### src/rtl/assert_macros.svh
// assertion macros shared by the stopwatch rtl
// no dependencies; included by the modules that check their own logic
`ifndef ASSERT_MACROS_SVH
`define ASSERT_MACROS_SVH

// implication checked in the same cycle, off while reset is low
`define BSW_ASSERT_IMPL(lbl, clk, rst_n, ante, cons) \
    lbl: assert property (@(posedge clk) disable iff (!rst_n) (ante) |-> (cons)) \
        else $error("bsw assertion failed");

// implication checked in the next cycle, off while reset is low
`define BSW_ASSERT_NEXT(lbl, clk, rst_n, ante, cons) \
    lbl: assert property (@(posedge clk) disable iff (!rst_n) (ante) |=> (cons)) \
        else $error("bsw assertion failed");

`endif

### src/rtl/bsw_pkg.sv
// types, event codes and segment table for the bcd stopwatch
// no dependencies; used by every module of the block
package bsw_pkg;

    localparam int DIGITS_DEF = 4;

    localparam logic [2:0] KIND_TICK     = 3'd0;
    localparam logic [2:0] KIND_BUTTON   = 3'd1;
    localparam logic [2:0] KIND_PAUSE_LK = 3'd2;
    localparam logic [2:0] KIND_RESET_LK = 3'd3;
    localparam logic [2:0] KIND_SCAN     = 3'd4;

    localparam logic [3:0] DIGIT_MAX = 4'd9;

    typedef logic [3:0] t_digit;

    // one event as it leaves the input register
    typedef struct packed {
        logic       fire;
        logic [2:0] kind;
        logic       pause_pressed;
        logic       reset_pressed;
    } t_event;

    // what the scan drives after the event
    typedef struct packed {
        logic [7:0] segments;
        logic [1:0] digit_index;
        logic       blank;
    } t_scan;

    // active-high 0-F table; the active-low table (0xC0, 0xF9 ... 0x8E) is its inverse
    function automatic logic [7:0] seg_high(input t_digit d);
        logic [7:0] s;
        unique case (d)
            4'h0: s = 8'h3F;
            4'h1: s = 8'h06;
            4'h2: s = 8'h5B;
            4'h3: s = 8'h4F;
            4'h4: s = 8'h66;
            4'h5: s = 8'h6D;
            4'h6: s = 8'h7D;
            4'h7: s = 8'h07;
            4'h8: s = 8'h7F;
            4'h9: s = 8'h6F;
            4'hA: s = 8'h77;
            4'hB: s = 8'h7C;
            4'hC: s = 8'h39;
            4'hD: s = 8'h5E;
            4'hE: s = 8'h79;
            4'hF: s = 8'h71;
            default: s = 8'h00;
        endcase
        return s;
    endfunction

endpackage

### src/rtl/bsw_count.sv
// decimal counter, pause flag and button lockouts of the stopwatch
// depends on bsw_pkg and assert_macros.svh
`include "assert_macros.svh"

module bsw_count #(
    parameter int DIGITS = bsw_pkg::DIGITS_DEF
) (
    input  logic                                 i_clk,
    input  logic                                 i_rst_n,
    input  bsw_pkg::t_event                      i_ev,
    output logic [DIGITS-1:0][3:0]               o_digits,   // state after the event
    output logic                                 o_paused
);

    logic [DIGITS-1:0][3:0] r_digits, n_digits;
    logic [DIGITS-1:0][3:0] inc_digits;
    logic [DIGITS:0]        carry;
    logic                   r_pause, n_pause;
    logic                   r_pause_lk, n_pause_lk;
    logic                   r_reset_lk, n_reset_lk;

    // ripple the decimal carry up through the digits
    always_comb begin
        carry[0] = 1'b1;
        for (int k = 0; k < DIGITS; k++) begin
            if (!carry[k]) begin
                inc_digits[k] = r_digits[k];
            end else if (r_digits[k] >= bsw_pkg::DIGIT_MAX) begin
                inc_digits[k] = '0;
            end else begin
                inc_digits[k] = r_digits[k] + 4'd1;
            end
            carry[k+1] = carry[k] && (r_digits[k] >= bsw_pkg::DIGIT_MAX);
        end
    end

    always_comb begin
        n_digits   = r_digits;
        n_pause    = r_pause;
        n_pause_lk = r_pause_lk;
        n_reset_lk = r_reset_lk;
        if (i_ev.fire) begin
            unique case (i_ev.kind)
                bsw_pkg::KIND_TICK: begin
                    if (!r_pause) n_digits = inc_digits;
                end
                bsw_pkg::KIND_BUTTON: begin
                    // pause press first, so a double press ends paused
                    if (i_ev.pause_pressed && !r_pause_lk) begin
                        n_pause    = !r_pause;
                        n_pause_lk = 1'b1;
                    end
                    if (i_ev.reset_pressed && !r_reset_lk) begin
                        n_pause    = 1'b1;
                        n_digits   = '0;
                        n_reset_lk = 1'b1;
                    end
                end
                bsw_pkg::KIND_PAUSE_LK: n_pause_lk = 1'b0;
                bsw_pkg::KIND_RESET_LK: n_reset_lk = 1'b0;
                default: ;
            endcase
        end
    end

    always_ff @(posedge i_clk) begin
        if (!i_rst_n) begin
            r_digits   <= '0;
            r_pause    <= 1'b1;
            r_pause_lk <= 1'b0;
            r_reset_lk <= 1'b0;
        end else begin
            r_digits   <= n_digits;
            r_pause    <= n_pause;
            r_pause_lk <= n_pause_lk;
            r_reset_lk <= n_reset_lk;
        end
    end

    assign o_digits = n_digits;
    assign o_paused = n_pause;

    `BSW_ASSERT_NEXT(a_idle_hold, i_clk, i_rst_n, !i_ev.fire, $stable(r_digits) && $stable(r_pause) && $stable(r_pause_lk) && $stable(r_reset_lk))
    `BSW_ASSERT_IMPL(a_units_dec, i_clk, i_rst_n, 1'b1, r_digits[0] <= bsw_pkg::DIGIT_MAX)

endmodule

### src/rtl/bsw_scan.sv
// display multiplex phase and segment pattern selection
// depends on bsw_pkg and assert_macros.svh
`include "assert_macros.svh"

module bsw_scan #(
    parameter int DIGITS = bsw_pkg::DIGITS_DEF
) (
    input  logic                   i_clk,
    input  logic                   i_rst_n,
    input  bsw_pkg::t_event        i_ev,
    input  logic [DIGITS-1:0][3:0] i_digits,    // count after the event
    input  logic                   i_polarity,
    output bsw_pkg::t_scan         o_scan
);

    localparam int PHASE_W = $clog2(2 * DIGITS);
    localparam int SLOT_W  = (DIGITS > 1) ? $clog2(DIGITS) : 1;
    localparam logic [PHASE_W-1:0] PHASE_LAST = PHASE_W'(2 * DIGITS - 1);

    logic [PHASE_W-1:0] r_phase, n_phase;
    logic [SLOT_W-1:0]  slot;
    logic [SLOT_W-1:0]  pos;
    logic [SLOT_W:0]    pos_ext;
    logic               is_blank;

    always_comb begin
        n_phase = r_phase;
        if (i_ev.fire && i_ev.kind == bsw_pkg::KIND_SCAN) begin
            n_phase = (r_phase == PHASE_LAST) ? '0 : r_phase + 1'b1;
        end
    end

    always_ff @(posedge i_clk) begin
        if (!i_rst_n) begin
            r_phase <= '0;
        end else begin
            r_phase <= n_phase;
        end
    end

    // units sit in the rightmost position
    assign slot     = SLOT_W'(n_phase >> 1);
    assign pos      = SLOT_W'(DIGITS - 1) - slot;
    assign pos_ext  = {1'b0, pos};
    assign is_blank = n_phase[0];

    always_comb begin
        if (is_blank) begin
            o_scan.segments = {8{i_polarity}};
        end else if (i_polarity) begin
            o_scan.segments = ~bsw_pkg::seg_high(i_digits[slot]);
        end else begin
            o_scan.segments = bsw_pkg::seg_high(i_digits[slot]);
        end
        o_scan.digit_index = pos_ext[1:0];
        o_scan.blank       = is_blank;
    end

    `BSW_ASSERT_IMPL(a_phase_range, i_clk, i_rst_n, 1'b1, r_phase <= PHASE_LAST)

endmodule

### src/rtl/bcd_stopwatch_seven_segment.sv
// top level of the four-digit bcd stopwatch with seven-segment scan
// depends on bsw_pkg, bsw_count, bsw_scan and assert_macros.svh
`include "assert_macros.svh"

// Each input transaction is one event (tick, button edge, lockout end or scan
// step) and yields exactly one output transaction showing the count, the pause
// flag and the display drive after that event. An input register feeds the
// counter and scan logic, whose results land in an output register. The block
// takes one event per clock, and a new event is accepted every cycle while
// the output side keeps taking. When the output is stalled the input register
// holds one more event before tready drops. display_polarity (reset 1,
// active-low segments) is written through i_cfg_wr_en and should only
// change while no event is in flight.
module bcd_stopwatch_seven_segment #(
    parameter int DIGITS = bsw_pkg::DIGITS_DEF
) (
    input  logic        i_clk,
    input  logic        i_rst_n,
    input  logic        i_cfg_wr_en,
    input  logic        i_cfg_wr_data,   // display_polarity
    input  logic        s_axis_tvalid,
    output logic        s_axis_tready,
    input  logic [7:0]  s_axis_tdata,    // [0] pause_pressed, [1] reset_pressed
    input  logic [2:0]  s_axis_tuser,    // [2:0] kind
    output logic        m_axis_tvalid,
    input  logic        m_axis_tready,
    // [3:0] units, [7:4] tens, [11:8] hundreds, [15:12] thousands,
    // [16] paused, [24:17] segments, [26:25] digit_index
    output logic [31:0] m_axis_tdata,
    output logic [0:0]  m_axis_tuser     // [0] blank
);

    logic                   r_polarity;
    logic                   r_in_valid;
    logic [2:0]             r_kind;
    logic                   r_pause_pressed;
    logic                   r_reset_pressed;
    logic                   r_out_valid;
    logic [31:0]            r_out_data;
    logic                   r_out_blank;
    logic                   fire;
    bsw_pkg::t_event        ev;
    bsw_pkg::t_scan         scan;
    logic [DIGITS-1:0][3:0] digits;
    logic                   paused;
    logic [3:0][3:0]        out_digits;

    assign fire          = r_in_valid && (!r_out_valid || m_axis_tready);
    assign s_axis_tready = !r_in_valid || fire;

    assign ev.fire          = fire;
    assign ev.kind          = r_kind;
    assign ev.pause_pressed = r_pause_pressed;
    assign ev.reset_pressed = r_reset_pressed;

    always_ff @(posedge i_clk) begin
        if (!i_rst_n) begin
            r_polarity  <= 1'b1;
            r_in_valid  <= 1'b0;
            r_out_valid <= 1'b0;
        end else begin
            if (i_cfg_wr_en) r_polarity <= i_cfg_wr_data;
            if (s_axis_tready) r_in_valid <= s_axis_tvalid;
            if (fire) begin
                r_out_valid <= 1'b1;
            end else if (m_axis_tready) begin
                r_out_valid <= 1'b0;
            end
        end
    end

    always_ff @(posedge i_clk) begin
        if (s_axis_tready && s_axis_tvalid) begin
            r_kind          <= s_axis_tuser;
            r_pause_pressed <= s_axis_tdata[0];
            r_reset_pressed <= s_axis_tdata[1];
        end
        if (fire) begin
            r_out_data  <= {5'd0, scan.digit_index, scan.segments, paused, out_digits};
            r_out_blank <= scan.blank;
        end
    end

    bsw_count #(
        .DIGITS (DIGITS)
    ) u_count (
        .i_clk    (i_clk),
        .i_rst_n  (i_rst_n),
        .i_ev     (ev),
        .o_digits (digits),
        .o_paused (paused)
    );

    bsw_scan #(
        .DIGITS (DIGITS)
    ) u_scan (
        .i_clk      (i_clk),
        .i_rst_n    (i_rst_n),
        .i_ev       (ev),
        .i_digits   (digits),
        .i_polarity (r_polarity),
        .o_scan     (scan)
    );

    // digit fields past the configured width read zero
    for (genvar k = 0; k < 4; k++) begin : g_out_digit
        if (k < DIGITS) begin : g_used
            assign out_digits[k] = digits[k];
        end else begin : g_unused
            assign out_digits[k] = '0;
        end
    end

    assign m_axis_tvalid = r_out_valid;
    assign m_axis_tdata  = r_out_data;
    assign m_axis_tuser  = r_out_blank;

    `BSW_ASSERT_IMPL(a_stall_cause, i_clk, i_rst_n, r_in_valid && !s_axis_tready, r_out_valid && !m_axis_tready)
    `BSW_ASSERT_NEXT(a_fire_out, i_clk, i_rst_n, fire, r_out_valid)

endmodule
### config.mk
export PLATFORM = sky130hd
export DESIGN_NAME = bcd_stopwatch_seven_segment
export DESIGN_NICKNAME = d
export VERILOG_FILES = /design/src/rtl/bsw_pkg.sv /design/src/rtl/bsw_count.sv /design/src/rtl/bsw_scan.sv /design/src/rtl/bcd_stopwatch_seven_segment.sv
export VERILOG_INCLUDE_DIRS = /design/src /design/src/rtl
export SDC_FILE = /design/constraint.sdc
export NUM_CORES = 1
export LEC_CHECK = 0
export BUFFER_PORTS_ARGS = -buffer_cell sky130_fd_sc_hd__buf_2
export CORE_MARGIN = 2
export CORE_UTILIZATION = 35
export DETAILED_ROUTE_END_ITERATION = 10
export PLACE_DENSITY = 0.64
export SLEW_MARGIN = 20
export SYNTH_ARGS = -nofsm -noshare
export SYNTH_HDL_FRONTEND = slang
export SYNTH_SLANG_ARGS = --single-unit
### constraint.sdc
create_clock -name i_clk -period 4.2 [get_ports i_clk]
set_clock_uncertainty 0.15 [all_clocks]
set_input_delay 0.63 -clock i_clk [delete_from_list [all_inputs] [get_ports i_clk]]
set_output_delay 0.63 -clock i_clk [all_outputs]
set_load 0.1 [all_outputs]
==> results of run 1 <==
==> cell families after synthesis <==
| kind of cell | count (synthesis) |
|---|---|
| simple gates | 101 |
| compound gates | 63 |
| flops | 58 |
| buf+inv | 40 |
| fa+ha+maj | 20 |
| mux | 13 |
| xor+xnor | 7 |
| other cells | 1 |
==> worst min path at each step <==
stage	from	end	slack, ps	cells past startpoint
after CTS	s_axis_tdata[0]	r_pause_pressed	300	1
final	s_axis_tdata[0]	r_pause_pressed	320	1
after global placement	u_count.r_reset_lk	u_count.r_reset_lk	290	2
after floorplan	r_polarity	m_axis_tdata[24]	260	0
after global routing	s_axis_tdata[0]	r_pause_pressed	310	1
after detailed placement	u_count.r_reset_lk	u_count.r_reset_lk	320	2
==> metal layers <==
layer / routed length, µm / global-route usage
met1: 3182 / 0.1805
met2: 2838 / 0.2065
met3: 292 / 0.02774
met4: 164 / 0.07060
met5: 0 / 0
==> metrics by stage <==
step	hold slack (ps)	total power, W	instances	setup slack [ps]
2_1_floorplan	256.4	0.0007885	307	246.5
3_3_place_gp	295.0	0.0008084	448	370.5
3_5_place_dp	322.7	0.0008101	448	303.1
4_1_cts	303.0	0.001247	464	420.6
5_1_grt	309.9	0.001274	464	182.6
6_report	317.9	0.001230	464	412.1
==> sequential cells by signal, summed over array words and instances, names as in the netlist <==
name	count
m_axis_tdata	27
u_count.r_digits	16
r_kind	3
u_scan.r_phase	3
m_axis_tuser	1
m_axis_tvalid	1
r_in_valid	1
r_pause_pressed	1
r_polarity	1
r_reset_pressed	1
u_count.r_pause	1
u_count.r_pause_lk	1
u_count.r_reset_lk	1
==> worst max-delay path, cell delays in order (launching register included) <==
cell	delay, ps
dfxtp_1	390
inv_1	80
ha_1	170
or3b_1	410
and4_4	250
o21ai_0	260
mux2_2	260
o22ai_1	100
a221o_1	290
inv_2	80
ha_1	230
nor2_1	90
a21boi_0	130
mux2_4	280
a311oi_2	260
xnor2_1	90
==> Yosys cell counts (2+ instances only) <==
cell / n / share of area
edfxtp_1: 33 / 0.30
dfxtp_1: 25 / 0.15
inv_1: 21 / 0.024
and2_1: 20 / 0.038
ha_1: 20 / 0.077
nand2_1: 18 / 0.021
nor2_1: 12 / 0.014
nor2b_1: 10 / 0.019
o21ai_0: 10 / 0.015
a21oi_1: 7 / 0.011
a31oi_1: 7 / 0.013
mux2i_1: 7 / 0.021
nand2b_1: 7 / 0.013
nand3_1: 6 / 0.0092
nor3_1: 6 / 0.0092
buf_2: 5 / 0.0077
buf_4: 5 / 0.011
xnor2_1: 5 / 0.013
buf_6: 4 / 0.014
nand4_1: 4 / 0.0077
a22o_1: 3 / 0.0081
a311oi_2: 3 / 0.014
and3_1: 3 / 0.0057
clkbuf_1: 3 / 0.0034
mux2_2: 3 / 0.010
nor3b_1: 3 / 0.0069
o22ai_1: 3 / 0.0057
a211oi_1: 2 / 0.0046
a221o_1: 2 / 0.0061
a22oi_1: 2 / 0.0046
mux2_4: 2 / 0.0092
o2111ai_1: 2 / 0.0054
o21ai_1: 2 / 0.0031
or3b_1: 2 / 0.0054
xor2_1: 2 / 0.0054
==> area by class of cell <==
cell class                 count  area [µm²]
sequential                    58        1491
clock buffer                  12       145.1
clock inverter                 4       18.77
fill                         876        5436
multi-input combinational    209        1583
inverter                      23       86.33
tap                          111       138.9
timing repair buffer          47       252.7
==> power by group <==
group,switching (W),leakage (nW),internal [W]
logic,0.000142,0.904,0.0000252
registers,0.0000107,0.498,0.000619
clock network,0.000208,0.0876,0.000225
total,0.000361,1.49,0.000869
==> impl_metrics.csv, run 1 <==
group,metric,value,unit
status,outcome,"complete, no violations",
clock_tree,cts_tree,"built",
critical_path,endpoint_kind,"register",
sta,hold_viol_final,0,
sta,min_period,3788,ps
critical_path,endpoint,"m_axis_tdata[17]",
clock_tree,cts_buffers,9,
worst_hold_path,hold_class,"input port to register",
synthesis,ys_ff_latch,58,
floorplanning,die_y,100.6,µm
clock_tree,clk_pin_slew,70,ps
clock_tree,numClockSinks,58,
clock_tree,cts.path.max_buffers,2,
synthesis,synth_xor_area_frac,0.01878,
route,vias,2387,
route,detail_route.first_pass.iterations,4,
global_route,grt_pass1_wl,10.61,mm
critical_path,critPathRequiredTime,4130,ps
sta,setup_violations,0,
cells_and_area,final_nets,385,
route,routed_wl,6.478,mm
synthesis,synth_top_family_by_area,"simple AND/OR/NAND/NOR gates",
sta,worstMarginPinSlew,626.8,ps
floorplanning,core-area,9153,µm²
floorplanning,chipWidth,100.6,µm
power,power_density,331.0,nW/µm²
clock_tree,cts_resized,0,
global_route,grt_pass1_vias,2187,
synthesis,synth.distinct_cells,69,
clock_tree,cts-root-buf,"clkbuf_8",
floorplanning,die_area,10120,µm²
route,drc,0,
global_route,grt_use_total,0.1352,
synthesis,ys_async_sr_fraction,0,
route,viasPerCell,5.144,
route,initialDrtViolationCount,91,
power,p_leak,1.490,nW
critical_path,rrSetupSlack,410,ps
floorplanning,rows,35,
synthesis,synth_mux_area_frac,0.04446,
synthesis,synth-adder-area-share,0.07666,
sta,fmaxAchievable,264.0,MHz
clock_tree,insertion_delay,330,ps
synthesis,synth_ff_type,"edfxtp_1",
sta,fin_setup_tns,0,ps
critical_path,r2r-start,"u_count.r_digits[5]",
critical_path,reg2reg_depth,15,
clock_tree,holdBufCountCts,0,
global_route,antenna_found_initial,0,
synthesis,synth_compound_area_frac,0.1625,
placed_design,place.gp.congestion,0.8441,
synthesis,synth_seq_area_share,0.4569,
critical_path,path_class,"register to register",
critical_path,worstSetupStartpointType,"register",
synthesis,yosys_warnings,0,
cells_and_area,drive_above_1_share,0.2380,
critical_path,startpoint,"u_count.r_digits[5]",
critical_path,r2r-end,"m_axis_tdata[17]",
power,ir_drop,0.1467,mV
cells_and_area,layout_common_cells,"40 x buf_2, 33 x edfxtp_1, 25 x dfxtp_1",
cells_and_area,postLayoutCoreUtil,0.4060,
critical_path,crit_fanout,9,
clock_tree,htree_levels,3,
floorplanning,start_util,0.3567,
sta,finalCritPeriodShare,0.9019,
route,wire_per_inst,13.96,µm
synthesis,synth_edf_count,33,
cells_and_area,final_area,3716,µm²
placed_design,io_buffers,40,
synthesis,avgSynthCellArea,10.77,µm²
synthesis,syn_area,3264,µm²
placed_design,postPlaceCellArea,3552,µm²
flow_run,timing.max_cap.violations,0,
cells_and_area,diodes,0,
floorplanning,ioPinCount,52,
route,ant_nets,0,
sta,rsz0062_at_grt,"false",
synthesis,synthSimpleGateAreaFrac,0.1767,
cells_and_area,final_common_cell,"buf_2",
sta,max_slew_margin,0.5815,
placed_design,hpwl,4.746,mm
synthesis,syn_inst,303,
critical_path,cp_data_arrival_time,3720,ps
global_route,grt_max_degree,29,
clock_tree,post-cts-setup-buffers,0,
cells_and_area,areaGrowthSynthToFinish,13.84,%
sta,slew_violations,0,
global_route,overflow,0,
No activity file was read; power rests on OpenSTA's default activity.
==> run 2, diff against run 1 <==
- ABC_CLOCK_PERIOD_IN_PS: default -> 4200
- CORE_MARGIN: 2 -> 10
==> run 2 against run 1 <==
Net effect:
- sequential power hardly changed
- highest routed layer unchanged
- critical path depth unchanged
- routed wire length grew 7.9%
- clock power rose by 33%
- critical path type unchanged
- global-route usage fell by 2.7 points
- combinational power about the same
- via count down 1.3%
- first-iteration DRC count is 48% higher
- sequential share of layout area shrank 0.68 points
- total power rose by 11%
- sequential cell count did not move
==> impl_metrics.csv, run 2 (same netlist as run 1, synthesis figures left out) <==
group,metric,value,unit
route,wire_per_inst,15.03,µm
sta,rsz0062_at_grt,"false",
sta,worstMarginPinSlew,630.0,ps
sta,fin_setup_tns,0,ps
cells_and_area,largest_reg_flops,27,
cells_and_area,final_nets,386,
critical_path,startpoint,"u_count.r_digits[9]",
placed_design,postPlaceCellArea,3560,µm²
floorplanning,ioPinCount,52,
power,power_density,362.8,nW/µm²
clock_tree,clk_pin_slew,70,ps
status,outcome,"complete, no violations",
global_route,grt_use_total,0.1077,
cells_and_area,final_area,3780,µm²
power,power.total,0.001371,W
critical_path,worstSetupStartpointType,"register",
floorplanning,start_util,0.3567,
sta,min_period,3774,ps
clock_tree,insertion_delay,340,ps
sta,finalCritPeriodShare,0.8985,
clock_tree,cts-root-buf,"clkbuf_8",
global_route,grt_use_met1,0.1371,
critical_path,cp_data_arrival_time,3700,ps
worst_hold_path,min_from,"s_axis_tuser[0]",
power,p_seq_frac,0.459,
global_route,overflow,0,
global_route,grt_pass1_vias,2338,
clock_tree,numClockSinks,58,
power,comb_power_share,0.122,
sta,max_slew_margin,0.5794,
route,initialDrtViolationCount,135,
placed_design,place.gp.congestion,0.8637,
power,p_leak,1.510,nW
clock_tree,cts_buffers,9,
power,ir_drop,0.1647,mV
route,routed_wl,6.988,mm
critical_path,crit_fanout,5,
placed_design,io_buffers,40,
worst_hold_path,hold_class,"input port to register",
global_route,grt_busiest_layer,"met2",
power,intPower,0.0009923,W
power,clkPwrFrac,0.419,
global_route,met2_usage,0.1614,
route,vias,2357,
critical_path,reg2reg_depth,15,
clock_tree,post-cts-setup-buffers,0,
global_route,antenna_found_initial,0,
global_route,grt_max_degree,29,
cells_and_area,layout_common_cells,"40 x buf_2, 33 x edfxtp_1, 25 x dfxtp_1",
worst_hold_path,min_to,"r_kind[0]",
cells_and_area,areaGrowthSynthToFinish,15.79,%
global_route,grt_pass1_wl,11.46,mm
floorplanning,core-area,9153,µm²
floorplanning,die_area,13590,µm²
clock_tree,htree_levels,3,
global_route,grt_use_met3,0.04417,
route,viasPerCell,5.069,
sta,slew_violations,0,
placed_design,hpwl,5.185,mm
clock_tree,cts_tree,"built",
critical_path,r2r-start,"u_count.r_digits[9]",
cells_and_area,diodes,0,
worst_hold_path,hold_depth,1,
clock_tree,holdBufCountCts,0,
cells_and_area,postLayoutCoreUtil,0.4130,
critical_path,endpoint_kind,"register",
route,drc,0,
route,detail_route.first_pass.iterations,4,
critical_path,critPathRequiredTime,4130,ps
power,swShare,0.2764,
critical_path,r2r-end,"m_axis_tdata[17]",
clock_tree,cts.path.max_buffers,2,
floorplanning,rows,35,
route,ant_nets,0,
critical_path,rrSetupSlack,430,ps
clock_tree,cts_resized,0,
sta,fin_hold_ws,309.4,ps
sta,setup_violations,0,
cells_and_area,drive_above_1_share,0.2429,
sta,hold_viol_final,0,
floorplanning,die_y,116.6,µm
critical_path,path_class,"register to register",
sta,fmaxAchievable,265.0,MHz
flow_run,timing.max_cap.violations,0,
cells_and_area,final_common_cell,"buf_2",
floorplanning,chipWidth,116.6,µm
power,power_switching,0.0003790,W
==> run 2: cell count changes in the layout (fill, tap and decap cells not counted), sizes merged <==
cell      before  now
clkinv         5    2
bufinv         0    2
clkinvlp       0    2
buf           47   48
clkbuf        12   11
==> run 2: worst max-delay path: stages (launching register included) <==
cell and delay, ps:
dfxtp_1 370, inv_1 80, ha_1 180, or3b_1 360, and2_1 250, nor3_1 270
mux2_2 260, o22ai_1 100, a221o_1 300, inv_2 80, ha_1 230, nor2_1 90
a21boi_0 130, mux2_4 290, a311oi_2 250, xnor2_1 100
==> run 2: worst max-delay path by stage <==
stage / end / slack [ps] / depth (start not counted)
final: m_axis_tdata[17] / 430 / 15
after floorplan: m_axis_tdata[17] / 250 / 14
after global routing: m_axis_tdata[17] / 130 / 15
after CTS: m_axis_tdata[17] / 380 / 15
after global placement: m_axis_tdata[17] / 370 / 13
after detailed placement: m_axis_tdata[17] / 300 / 13
==> run 2: layout make-up <==
class / instances / area (µm²)
Clock inverter: 5 / 78.83
Sequential cell: 58 / 1491
Fill cell: 857 / 5373
Timing Repair Buffer: 48 / 260.3
Multi-Input combinational cell: 209 / 1583
Tap cell: 111 / 138.9
Clock buffer: 11 / 141.4
Inverter: 23 / 86.33
==> run 2: per-stage QoR <==
stage | cells | setup WS [ps]
global placement | 449 | 367.5
floorplan | 307 | 246.5
finish | 465 | 426.1
CTS | 465 | 379.0
global route | 465 | 132.8
detailed placement | 449 | 297.8
==> run 2: power by group through the flow <==
stage	combinational (W)	clock [W]	sequential [W]
after floorplan	0.0000611	0	0.000727
after global placement	0.000168	0	0.000642
after detailed placement	0.000169	0	0.000642
after CTS	0.000169	0.000588	0.000630
after global routing	0.000175	0.000615	0.000632
final	0.000168	0.000574	0.000629
==> run 2: per-layer routing <==
layer | part of all wire | vias up
li1 | - | 1175
met1 | 0.49 | 1098
met2 | 0.43 | 71
met3 | 0.070 | 13
met4 | 0.017 | 0
met5 | 0 | -
